===== config.mk =====
export PLATFORM = sky130hd
export DESIGN_NAME = base64_encoder_core
export DESIGN_NICKNAME = d
export VERILOG_FILES = /design/src/sv/b64enc_pkg.sv /design/src/sv/base64_encoder_core.sv /design/src/sv/b64enc_front.sv /design/src/sv/b64enc_queue.sv /design/src/sv/b64enc_back.sv
export SDC_FILE = /design/constraint.sdc
export NUM_CORES = 1
export LEC_CHECK = 0
export ABC_AREA = 1
export BUFFER_PORTS_ARGS = -buffer_cell sky130_fd_sc_hd__buf_4
export CORE_UTILIZATION = 40
export DETAILED_ROUTE_END_ITERATION = 6
export PLACE_DENSITY = 0.54
export SLEW_MARGIN = 20
export SYNTH_ARGS = -nofsm -noshare
export SYNTH_HDL_FRONTEND = slang
export SYNTH_HIERARCHICAL = 1
export SYNTH_SLANG_ARGS = --single-unit

===== constraint.sdc =====
create_clock -name aclk -period 3.03 [get_ports aclk]
set_input_delay 0.1515 -clock aclk [delete_from_list [all_inputs] [get_ports aclk]]
set_output_delay 0.1515 -clock aclk [all_outputs]
set_load 0.1 [all_outputs]

===== src/sv/b64enc_pkg.sv =====
package b64enc_pkg;

    localparam int QUEUE_DEPTH = 2;

    // Character index: 0..63 are alphabet entries, 64 is the '=' pad
    localparam int CODE_W = 7;
    localparam logic [CODE_W-1:0] PAD_CODE = 7'd64;

    typedef enum logic [1:0] {
        POS_FIRST  = 2'd0,
        POS_SECOND = 2'd1,
        POS_THIRD  = 2'd2
    } group_pos_t;

    // One input byte worth of output characters
    typedef struct packed {
        logic                   fin;     // group ends the message
        logic [1:0]             cnt;     // number of characters minus one
        logic [3:0][CODE_W-1:0] codes;   // codes[0] goes out first
    } b64_group_t;

    function automatic logic [7:0] b64_ascii(input logic [CODE_W-1:0] code);
        logic [7:0] c;
        begin
            c = {1'b0, code};
            if (code < 7'd26) begin
                b64_ascii = 8'h41 + c;
            end else if (code < 7'd52) begin
                b64_ascii = 8'h61 + c - 8'd26;
            end else if (code < 7'd62) begin
                b64_ascii = 8'h30 + c - 8'd52;
            end else if (code == 7'd62) begin
                b64_ascii = 8'h2B;
            end else if (code == 7'd63) begin
                b64_ascii = 8'h2F;
            end else begin
                b64_ascii = 8'h3D;
            end
        end
    endfunction

endpackage


===== src/sv/base64_encoder_core.sv =====
// An accepted byte is first written into the group queue; its first character is then loaded
// into the output register that drives m_tdata. One character per cycle leaves that register
// while m_tready is high; a group of three bytes yields four characters.
// s_tready drops only when the group queue (QUEUE_DEPTH entries) is full.
// Reset (aresetn low, synchronous) empties the queue and output, starts a new message.
module base64_encoder_core #(
    parameter int QUEUE_DEPTH = b64enc_pkg::QUEUE_DEPTH
) (
    input  logic       aclk,
    input  logic       aresetn,
    input  logic       s_tvalid,
    output logic       s_tready,
    input  logic [7:0] s_tdata,    // [7:0] data_byte
    input  logic       s_tlast,    // final_byte
    output logic       m_tvalid,
    input  logic       m_tready,
    output logic [7:0] m_tdata,    // [7:0] out_char
    output logic       m_tlast     // last_char
);
    import b64enc_pkg::*;

    b64_group_t group_in;
    b64_group_t group_head;
    logic       q_not_full;
    logic       q_not_empty;
    logic       q_pop;
    logic       accept;

    assign s_tready = q_not_full;
    assign accept   = s_tvalid && q_not_full;

    b64enc_front u_front (
        .aclk       (aclk),
        .aresetn    (aresetn),
        .data_byte  (s_tdata),
        .final_byte (s_tlast),
        .accept     (accept),
        .group_out  (group_in)
    );

    b64enc_queue #(
        .DEPTH (QUEUE_DEPTH)
    ) u_queue (
        .aclk      (aclk),
        .aresetn   (aresetn),
        .push      (accept),
        .push_data (group_in),
        .not_full  (q_not_full),
        .pop       (q_pop),
        .not_empty (q_not_empty),
        .head      (group_head)
    );

    b64enc_back u_back (
        .aclk        (aclk),
        .aresetn     (aresetn),
        .q_not_empty (q_not_empty),
        .q_head      (group_head),
        .q_pop       (q_pop),
        .m_tvalid    (m_tvalid),
        .m_tready    (m_tready),
        .m_tdata     (m_tdata),
        .m_tlast     (m_tlast)
    );

endmodule


===== src/sv/b64enc_front.sv =====
module b64enc_front (
    input  logic                   aclk,
    input  logic                   aresetn,
    input  logic [7:0]             data_byte,
    input  logic                   final_byte,
    input  logic                   accept,
    output b64enc_pkg::b64_group_t group_out
);
    import b64enc_pkg::*;

    group_pos_t pos_reg, pos_next;
    logic [3:0] left_reg, left_next;

    always_comb begin
        group_out = '0;
        pos_next  = pos_reg;
        left_next = left_reg;
        group_out.fin = final_byte;
        case (pos_reg)
            POS_SECOND: begin
                group_out.codes[0] = {1'b0, left_reg[1:0], data_byte[7:4]};
                if (final_byte) begin
                    group_out.codes[1] = {1'b0, data_byte[3:0], 2'b00};
                    group_out.codes[2] = PAD_CODE;
                    group_out.cnt      = 2'd2;
                    pos_next  = POS_FIRST;
                    left_next = 4'd0;
                end else begin
                    group_out.cnt = 2'd0;
                    pos_next  = POS_THIRD;
                    left_next = data_byte[3:0];
                end
            end
            POS_THIRD: begin
                group_out.codes[0] = {1'b0, left_reg, data_byte[7:6]};
                group_out.codes[1] = {1'b0, data_byte[5:0]};
                group_out.cnt      = 2'd1;
                pos_next  = POS_FIRST;
                left_next = 4'd0;
            end
            default: begin
                group_out.codes[0] = {1'b0, data_byte[7:2]};
                if (final_byte) begin
                    group_out.codes[1] = {1'b0, data_byte[1:0], 4'b0000};
                    group_out.codes[2] = PAD_CODE;
                    group_out.codes[3] = PAD_CODE;
                    group_out.cnt      = 2'd3;
                    pos_next  = POS_FIRST;
                    left_next = 4'd0;
                end else begin
                    group_out.cnt = 2'd0;
                    pos_next  = POS_SECOND;
                    left_next = {2'b00, data_byte[1:0]};
                end
            end
        endcase
    end

    always_ff @(posedge aclk) begin
        if (!aresetn) begin
            pos_reg  <= POS_FIRST;
            left_reg <= 4'd0;
        end else if (accept) begin
            pos_reg  <= pos_next;
            left_reg <= left_next;
        end
    end

    // A final byte always closes the group
    a_fin_resets_pos: assert property (@(posedge aclk) disable iff (!aresetn)
        accept && final_byte |=> pos_reg == POS_FIRST && left_reg == 4'd0)
        else $error("group position not cleared after final byte");

endmodule


===== src/sv/b64enc_queue.sv =====
module b64enc_queue #(
    parameter int DEPTH = b64enc_pkg::QUEUE_DEPTH
) (
    input  logic                   aclk,
    input  logic                   aresetn,
    input  logic                   push,
    input  b64enc_pkg::b64_group_t push_data,
    output logic                   not_full,
    input  logic                   pop,
    output logic                   not_empty,
    output b64enc_pkg::b64_group_t head
);
    import b64enc_pkg::*;

    localparam int PTR_W = (DEPTH > 1) ? $clog2(DEPTH) : 1;
    localparam int CNT_W = $clog2(DEPTH + 1);
    localparam logic [PTR_W-1:0] LAST_PTR = PTR_W'(DEPTH - 1);
    localparam logic [CNT_W-1:0] FULL_CNT = CNT_W'(DEPTH);

    b64_group_t       mem [DEPTH];
    logic [PTR_W-1:0] wr_ptr_reg, wr_ptr_next;
    logic [PTR_W-1:0] rd_ptr_reg, rd_ptr_next;
    logic [CNT_W-1:0] count_reg, count_next;

    assign not_full  = count_reg != FULL_CNT;
    assign not_empty = count_reg != '0;
    assign head      = mem[rd_ptr_reg];

    always_comb begin
        wr_ptr_next = wr_ptr_reg;
        rd_ptr_next = rd_ptr_reg;
        count_next  = count_reg;
        if (push) begin
            wr_ptr_next = (wr_ptr_reg == LAST_PTR) ? '0 : wr_ptr_reg + 1'b1;
        end
        if (pop) begin
            rd_ptr_next = (rd_ptr_reg == LAST_PTR) ? '0 : rd_ptr_reg + 1'b1;
        end
        if (push && !pop) begin
            count_next = count_reg + 1'b1;
        end else if (pop && !push) begin
            count_next = count_reg - 1'b1;
        end
    end

    always_ff @(posedge aclk) begin
        if (push) begin
            mem[wr_ptr_reg] <= push_data;
        end
    end

    always_ff @(posedge aclk) begin
        if (!aresetn) begin
            wr_ptr_reg <= '0;
            rd_ptr_reg <= '0;
            count_reg  <= '0;
        end else begin
            wr_ptr_reg <= wr_ptr_next;
            rd_ptr_reg <= rd_ptr_next;
            count_reg  <= count_next;
        end
    end

    a_no_overflow: assert property (@(posedge aclk) disable iff (!aresetn)
        count_reg <= FULL_CNT && !(push && !not_full) && !(pop && !not_empty))
        else $error("queue overflow or underflow");

    a_count_tracks: assert property (@(posedge aclk) disable iff (!aresetn)
        push && !pop |=> count_reg == $past(count_reg) + 1'b1)
        else $error("queue count out of step with pushes");

endmodule


===== src/sv/b64enc_back.sv =====
module b64enc_back (
    input  logic                   aclk,
    input  logic                   aresetn,
    input  logic                   q_not_empty,
    input  b64enc_pkg::b64_group_t q_head,
    output logic                   q_pop,
    output logic                   m_tvalid,
    input  logic                   m_tready,
    output logic [7:0]             m_tdata,
    output logic                   m_tlast
);
    import b64enc_pkg::*;

    logic [1:0] idx_reg, idx_next;
    logic       valid_reg, valid_next;
    logic [7:0] data_reg, data_next;
    logic       last_reg, last_next;
    logic       load;
    logic       end_of_group;

    assign load         = !valid_reg || m_tready;
    assign end_of_group = idx_reg == q_head.cnt;
    assign q_pop        = load && q_not_empty && end_of_group;

    always_comb begin
        idx_next   = idx_reg;
        valid_next = valid_reg;
        data_next  = data_reg;
        last_next  = last_reg;
        if (load) begin
            valid_next = q_not_empty;
            if (q_not_empty) begin
                data_next = b64_ascii(q_head.codes[idx_reg]);
                last_next = q_head.fin && end_of_group;
                idx_next  = end_of_group ? 2'd0 : idx_reg + 2'd1;
            end
        end
    end

    always_ff @(posedge aclk) begin
        if (!aresetn) begin
            idx_reg   <= 2'd0;
            valid_reg <= 1'b0;
        end else begin
            idx_reg   <= idx_next;
            valid_reg <= valid_next;
        end
    end

    always_ff @(posedge aclk) begin
        data_reg <= data_next;
        last_reg <= last_next;
    end

    assign m_tvalid = valid_reg;
    assign m_tdata  = data_reg;
    assign m_tlast  = last_reg;

    // Mid-group index means the group is still at the queue head
    a_idx_in_group: assert property (@(posedge aclk) disable iff (!aresetn)
        idx_reg != 2'd0 |-> q_not_empty && idx_reg <= q_head.cnt)
        else $error("character index outside current group");

    a_pop_only_at_end: assert property (@(posedge aclk) disable iff (!aresetn)
        q_pop |=> idx_reg == 2'd0)
        else $error("index not rewound after group pop");

endmodule

==> results of run 1 <==
kinds of logic after synthesis:
logic type                 after synthesis  share of synthesized area (%)
DFF                                     85                           53.9
adders and majority gates               10                           2.80
buffers and inverters                   63                           8.65
xor gates and xnor gates                 8                           1.57
muxes                                   31                           7.81
other                                    2                          0.168
and+or+nand+nor                        185                           20.0
AOI/OAI and AO/OA                       35                           5.04
Yosys cell counts, drive strengths merged:
cell / count / area (um2)
nand3: 39 / 230
buf: 27 / 241
mux2: 31 / 349
nand2: 119 / 527
nor2: 24 / 123
a21oi: 17 / 100
dfxtp: 14 / 280
xnor2: 3 / 26.3
ha: 10 / 125
a22oi: 2 / 15.0
inv: 36 / 145
xor2: 5 / 43.8
edfxtp: 71 / 2130
a21boi: 1 / 7.51
o211ai: 5 / 52.6
nor3: 2 / 10.0
o21ai: 10 / 50.0
nand4: 1 / 6.26
conb: 2 / 7.51
how the worst max path moves through the flow:
| stage | cells after the start | slack (ns) | to | startpoint |
|---|---|---|---|---|
| global route | 13 | 0.45 | u_back/m_tdata[4] | flop |
| finish | 13 | 0.68 | u_back/m_tdata[4] | flop |
| global placement | 13 | 0.74 | u_back/m_tdata[4] | flop |
| floorplan | 6 | 0.42 | u_queue/mem[0][0] | u_queue/count_reg[0] |
| CTS | 13 | 0.66 | u_back/m_tdata[4] | flop |
| detailed placement | 13 | 0.66 | u_back/m_tdata[4] | flop |
critical path, cell delays in order, from the launching register on:
cell	delay, ns
dfxtp_1	0.39
buf_12	0.21
mux2_2	0.35
nand2_1	0.06
o21ai_0	0.08
nand2_1	0.10
nand2_2	0.11
inv_1	0.08
ha_1	0.13
inv_1	0.05
a21oi_1	0.21
xor2_1	0.11
a21oi_1	0.14
a21oi_1	0.08
final cells by class:
cell class / count / area [um2] / area share [%]
inverters: 36 / 145 / 2.97
well taps: 140 / 175 / 3.59
repair buffers: 29 / 230 / 4.72
flip-flops and latches: 85 / 2410 / 49.4
clock buffers: 11 / 141 / 2.90
multi-input cells: 284 / 1720 / 35.3
clock inverters: 5 / 51.3 / 1.05
layer usage:
| layer | vias to the layer above | share of wire (%) |
|---|---|---|
| met5 | - | 0 |
| met4 | 0 | 1.1 |
| met3 | 7 | 2.5 |
| met2 | 33 | 49 |
| met1 | 1351 | 48 |
| li1 | 1437 | - |
power groups by stage:
stage	clock, mW	combinational (mW)	sequential [mW]
4_1_cts	0.829	2.83	1.70
6_report	0.791	2.81	1.70
5_1_grt	0.874	3.09	1.72
3_3_place_gp	0	2.80	1.72
2_1_floorplan	0	1.88	2.18
3_5_place_dp	0	2.82	1.73
stage by stage:
step | hold slack [ns] | worst slack (ns)
2_1_floorplan | 0.272 | 0.417
3_5_place_dp | 0.448 | 0.659
5_1_grt | 0.0652 | 0.452
6_report | 0.0806 | 0.676
4_1_cts | 0.0546 | 0.656
3_3_place_gp | 0.440 | 0.737
cell usage in the layout, fill, tap and decap left out, types with 3 or more instances in the layout:
master      n
nand2_1   101
edfxtp_1   71
nand3_1    32
mux2_2     31
inv_1      29
buf_4      28
nor2_1     18
a21oi_1    15
conb_1     15
dfxtp_1    14
nand2_2    11
clkbuf_8   10
ha_1       10
nand2_4     7
o21ai_0     7
nand3_2     7
inv_2       5
xor2_1      5
nor2_4      4
o211ai_2    3
o21ai_1     3
xnor2_1     3
==> run_results.csv, run 1 <==
group,metric,value,unit
floorplanning,die_x,108,um
power,p_leak,1.95,nW
synth,syn_area_per_cell,10.7,um2
power,max-vdd-ir-drop,0.845,mV
global_routing,met2_usage,24.5,%
floorplanning,initial_utilization,41.1,%
timing,tns,0,ns
critical_path,start_kind,"flop",
route,drt_wl_total,8030,um
timing,clock.fmax,425,MHz
timing,worst_slew_pin_slew,0.597,ns
synth,ys_warn_count,6,
power,p_int,2.89,mW
place,portBuffers,23,
global_routing,grt_pass1_wl,13200,um
critical_path,required,3.14,ns
route,avgRoutedWirePerCell,13.6,um
critical_path,crit_fanout,30,
hold_path,hold_depth,4,
power,switching_share,45.5,%
route,drt-initial-drc-count,137,
clocking,cts_tree,"built",
clocking,ctsHoldBuffers,0,
timing,min_period,2.35,ns
timing,finalClockSkew,0.0106,ns
global_routing,grtUsageMet1,19.4,%
place,dp_hpwl,5670,um
synth,synth_area,0.00447,mm2
power,power,5.30,mW
floorplanning,core,0.0109,mm2
timing,slew_violations,0,
global_routing,grt_use_total,15.2,%
route,drt-pass1-iter-count,4,
route,vias,2828,
power,power.switching,2.41,mW
timing,finalCritPeriodShare,77.7,%
clocking,cts_resized,0,
route,drc,0,
place,gp_congestion,0.832,
synth,seq_area_frac_synth,53.9,%
layout,drive_above_1_share,26.0,%
layout,area_delta_synth_final,9.12,%
layout,antenna_cells,0,
clocking,cts_sinks,85,
hold_path,min_path_type,"in2reg",
floorplanning,io_pins,24,
layout,largest_reg_flops,62,
clocking,cts_setup_buffers,0,
outcome,outcome,"finished, final reports clean",
clocking,clock_path_buffers,2,
power,p_seq_share,32.1,%
route,drt.antenna.violating_nets,0,
critical_path,endpoint_kind,"flop",
global_routing,grt_max_degree,32,
job,drv_cap,0,
critical_path,r2r_setup_slack,0.68,ns
timing,hold_viol,0,
synth,ys_types,33,
hold_path,hp-start,"m_tready",
synth,ys_ff_latch,85,
global_routing,grt_pass1_vias,2767,
critical_path,reg2reg_depth,13,
synth,netlist_instances,419,
layout,fin_area,0.00488,mm2
global_routing,grt_antenna_before_repair,0,
floorplanning,rows,38,
power,power_density,1090,mW/mm2
floorplanning,die_y,108,um
clocking,htree_levels,3,
floorplanning,dieArea,0.0116,mm2
route,avgViaCountPerCell,4.79,
critical_path,path_class,"reg2reg",
timing,slew_headroom,60.1,%
place,placed_cell_area,0.00469,mm2
clocking,insertion_delay,0.35,ns
global_routing,met3_usage,4.36,%
clocking,path_clk_slew,0.08,ns
layout,fillerInstances,1025,
global_routing,overflow,0,
power,clockPowerShare,14.9,%
layout,final_cells,590,
layout,finalNetCount,468,
layout,utilization,44.8,%
critical_path,r2r_end,"u_back/m_tdata[4]",
power,pwr-share-comb,53.0,%
clocking,clockRootBuffer,"clkbuf_8",
timing,setup_viol_count_final,0,
hold_path,hold_path_end,"u_back/m_tvalid",
place,dp_cells,574,
clocking,cts_buffers,9,
timing,rsz0062_at_grt,"false",
global_routing,top_usage_layer,"met2",
critical_path,worst_ep_arrival_time,2.46,ns
Power figures use the tool's default switching activity.
==> run 2: changes to the inputs <==
- ABC_AREA: 1 -> 0
- clock period: 3.03 -> 2.2 ns (I/O delays scaled with it)
==> run_results.csv, run 2 <==
group,metric,value,unit
critical_path,path_class,"reg2reg",
layout,area_delta_synth_final,25.5,%
global_routing,grt_antenna_before_repair,0,
clocking,htree_levels,3,
floorplanning,die_x,104,um
critical_path,endpoint_kind,"flop",
power,power_density,1450,mW/mm2
floorplanning,io_pins,24,
global_routing,overflow,0,
critical_path,crit_path_max_incr_delay,0.56,ns
place,dp_hpwl,5670,um
route,drt.antenna.violating_nets,0,
critical_path,slowest_stage,"mux4_2",
outcome,outcome,"finished with violations",
clocking,cts_tree,"built",
floorplanning,initial_utilization,41.0,%
timing,hold_viol,0,
place,gp_congestion,0.826,
synth,ys_ff_latch,85,
layout,layout_commonest_cell,"edfxtp_1",
synth,synth.most_common_cell,"edfxtp_1",
global_routing,grt_max_degree,33,
synth,netlist_instances,310,
clocking,ctsHoldBuffers,0,
synth,ys_types,52,
critical_path,r2r_setup_slack,-0.51,ns
route,avgViaCountPerCell,5.04,
synth,syn_area_per_cell,13.5,um2
floorplanning,die_y,104,um
synth,synth_edf_count,71,
synth,ys_warn_count,6,
critical_path,crit_chain,"clkbuf_16 -> mux2_4 -> mux4_2 -> inv_4 -> ha_4 -> inv_2 -> a21oi_4 -> nand3_1 -> mux4_2 -> o211ai_1",
synth,seq_area_frac_synth,57.5,%
clocking,path_clk_slew,0.08,ns
timing,slew_violations,0,
critical_path,start_kind,"flop",
layout,final_cells,517,
critical_path,worst_ep_arrival_time,2.88,ns
global_routing,grt_pass1_vias,2707,
synth,synth_top_cell_area_share,50.8,%
route,drc,0,
layout,final_cell_mix,"edfxtp_1, buf_4, mux2_1",
critical_path,cp_common_cell,"mux4_2",
layout,drive_above_1_share,36.2,%
floorplanning,dieArea,0.0109,mm2
synth,synth_area,0.00420,mm2
layout,largest_reg_flops,62,
outcome,failed_checks,"setup timing",
job,drv_cap,0,
synth,synth.area.top_cells,"edfxtp_1, mux2_1, dfxtp_1, mux4_2, ha_1",
critical_path,required,2.37,ns
place,portBuffers,23,
clocking,clock_path_buffers,2,
timing,fin_ws,-0.512,ns
timing,min_period,2.71,ns
floorplanning,rows,37,
layout,finalNetCount,399,
timing,finalClockSkew,0.00906,ns
timing,rsz0062_at_grt,"true",
synth,async_flop_share,0,%
power,p_leak,1.94,nW
route,avgRoutedWirePerCell,16.2,um
route,drt_wl_total,8390,um
clocking,cts_sinks,85,
clocking,clockRootBuffer,"clkbuf_8",
route,drt-initial-drc-count,67,
power,power,7.66,mW
hold_path,min_path_type,"in2reg",
timing,clock.fmax,369,MHz
global_routing,grt_use_total,16.4,%
global_routing,grt_pass1_wl,13600,um
power,max-vdd-ir-drop,0.914,mV
place,dp_cells,491,
synth,ys.flop_type,"edfxtp_1",
timing,setup_viol_count_final,9,
synth,synth_commonest_cells,"edfxtp_1, mux2_1, buf_4, dfxtp_1, nand2_1",
synth,yosysTopAreaCell,"edfxtp_1",
clocking,insertion_delay,0.35,ns
floorplanning,core,0.0102,mm2
route,vias,2605,
layout,antenna_cells,0,
critical_path,crit_fanout,6,
route,drt-pass1-iter-count,4,
timing,finalCritPeriodShare,123,%
clocking,cts_buffers,9,
==> run 2: cell count changes after synthesis, sizes merged, moves of 4 or more <==
| cell | delta |
|---|---|
| a21oi | -10 |
| a22oi | +5 |
| a32oi | +5 |
| and2 | +8 |
| inv | -24 |
| mux2i | +4 |
| mux4 | +8 |
| nand2 | -105 |
| nand2b | +4 |
| nand3 | -31 |
| nand3b | +4 |
| nor2 | -15 |
| nor2b | +5 |
==> run 2: kinds of logic (layout without fill, tap and decap cells) <==
logic type	Yosys count	in the layout	synth area share, %
buffers and inverters	43	101	6.32
AND/OR/NAND/NOR	65	65	8.38
AO/OA/AOI/OAI	55	55	9.54
adder cells (fa/ha/maj)	10	10	2.98
other	2	15	0.179
multiplexers	45	45	14.1
flip-flops	85	85	57.5
XOR/XNOR	5	5	1.04
==> run 2: metrics by stage <==
| step | setup TNS, ns | area [um2] | util, % | setup slack (ns) | hold WS, ns |
|---|---|---|---|---|---|
| after floorplan | -0.731 | 4370 | - | -0.368 | 0.228 |
| after global placement | -2.34 | 4820 | 47.1 | -0.475 | 0.381 |
| after detailed placement | -2.58 | 4820 | 47.1 | -0.508 | 0.392 |
| after CTS | -2.59 | 5110 | 49.9 | -0.520 | 0.00138 |
| after global routing | -3.49 | 5270 | 51.5 | -0.609 | 0.0166 |
| final | -2.58 | 5270 | 51.5 | -0.512 | 0.0245 |
==> run 2: critical path: cells and delay by family (launching register included) <==
kind	cells	cell delay [ns]
buffers and inverters	3	0.30
and+or+nand+nor	1	0.08
muxes	3	1.32
adders and majority gates	1	0.13
AOI/OAI and AO/OA	2	0.28
DFF	1	0.40
==> run 2: timing repair <==
item                       CTS  global route
resized for setup           19            20
buffers inserted             3             7
setup endpoints to repair    9             9
gates cloned                 0             1
pin swaps                    5             7
==> run 2: metal layers <==
layer	part of all wire, %	vias up	track usage [%]
met5	0	-	0
met4	1.6	0	7.45
met3	3.0	10	3.51
met2	50	44	27.3
met1	45	1277	20.2
li1	-	1274	-
==> run 2: cell type report <==
class                      instances  area (um2)
clock buffer                      11         131
clock inverter                     5        51.3
fill                             877        4960
inverter                          12        53.8
multi-input combinational        195        1770
sequential                        85        2420
tap                              136         170
timing repair buffer              73         676
==> run 2: final timing paths <==
path | from | end | depth (start not counted)
worst max-delay path | flop | u_back/m_tdata[4] | 10
worst min-delay path | s_tdata[2] | u_front/left_reg[2] | 2
worst max register to register | flop | u_back/m_tdata[4] | 10
worst min register to register | u_front/left_reg[2] | u_front/left_reg[2] | 1
==> run 2: power by group <==
part | switching [mW] | internal (mW) | total (mW) | leakage, nW
clock network | 0.529 | 0.518 | 1.05 | 0.0907
registers | 0.129 | 2.16 | 2.29 | 0.783
logic | 2.42 | 1.91 | 4.33 | 1.06
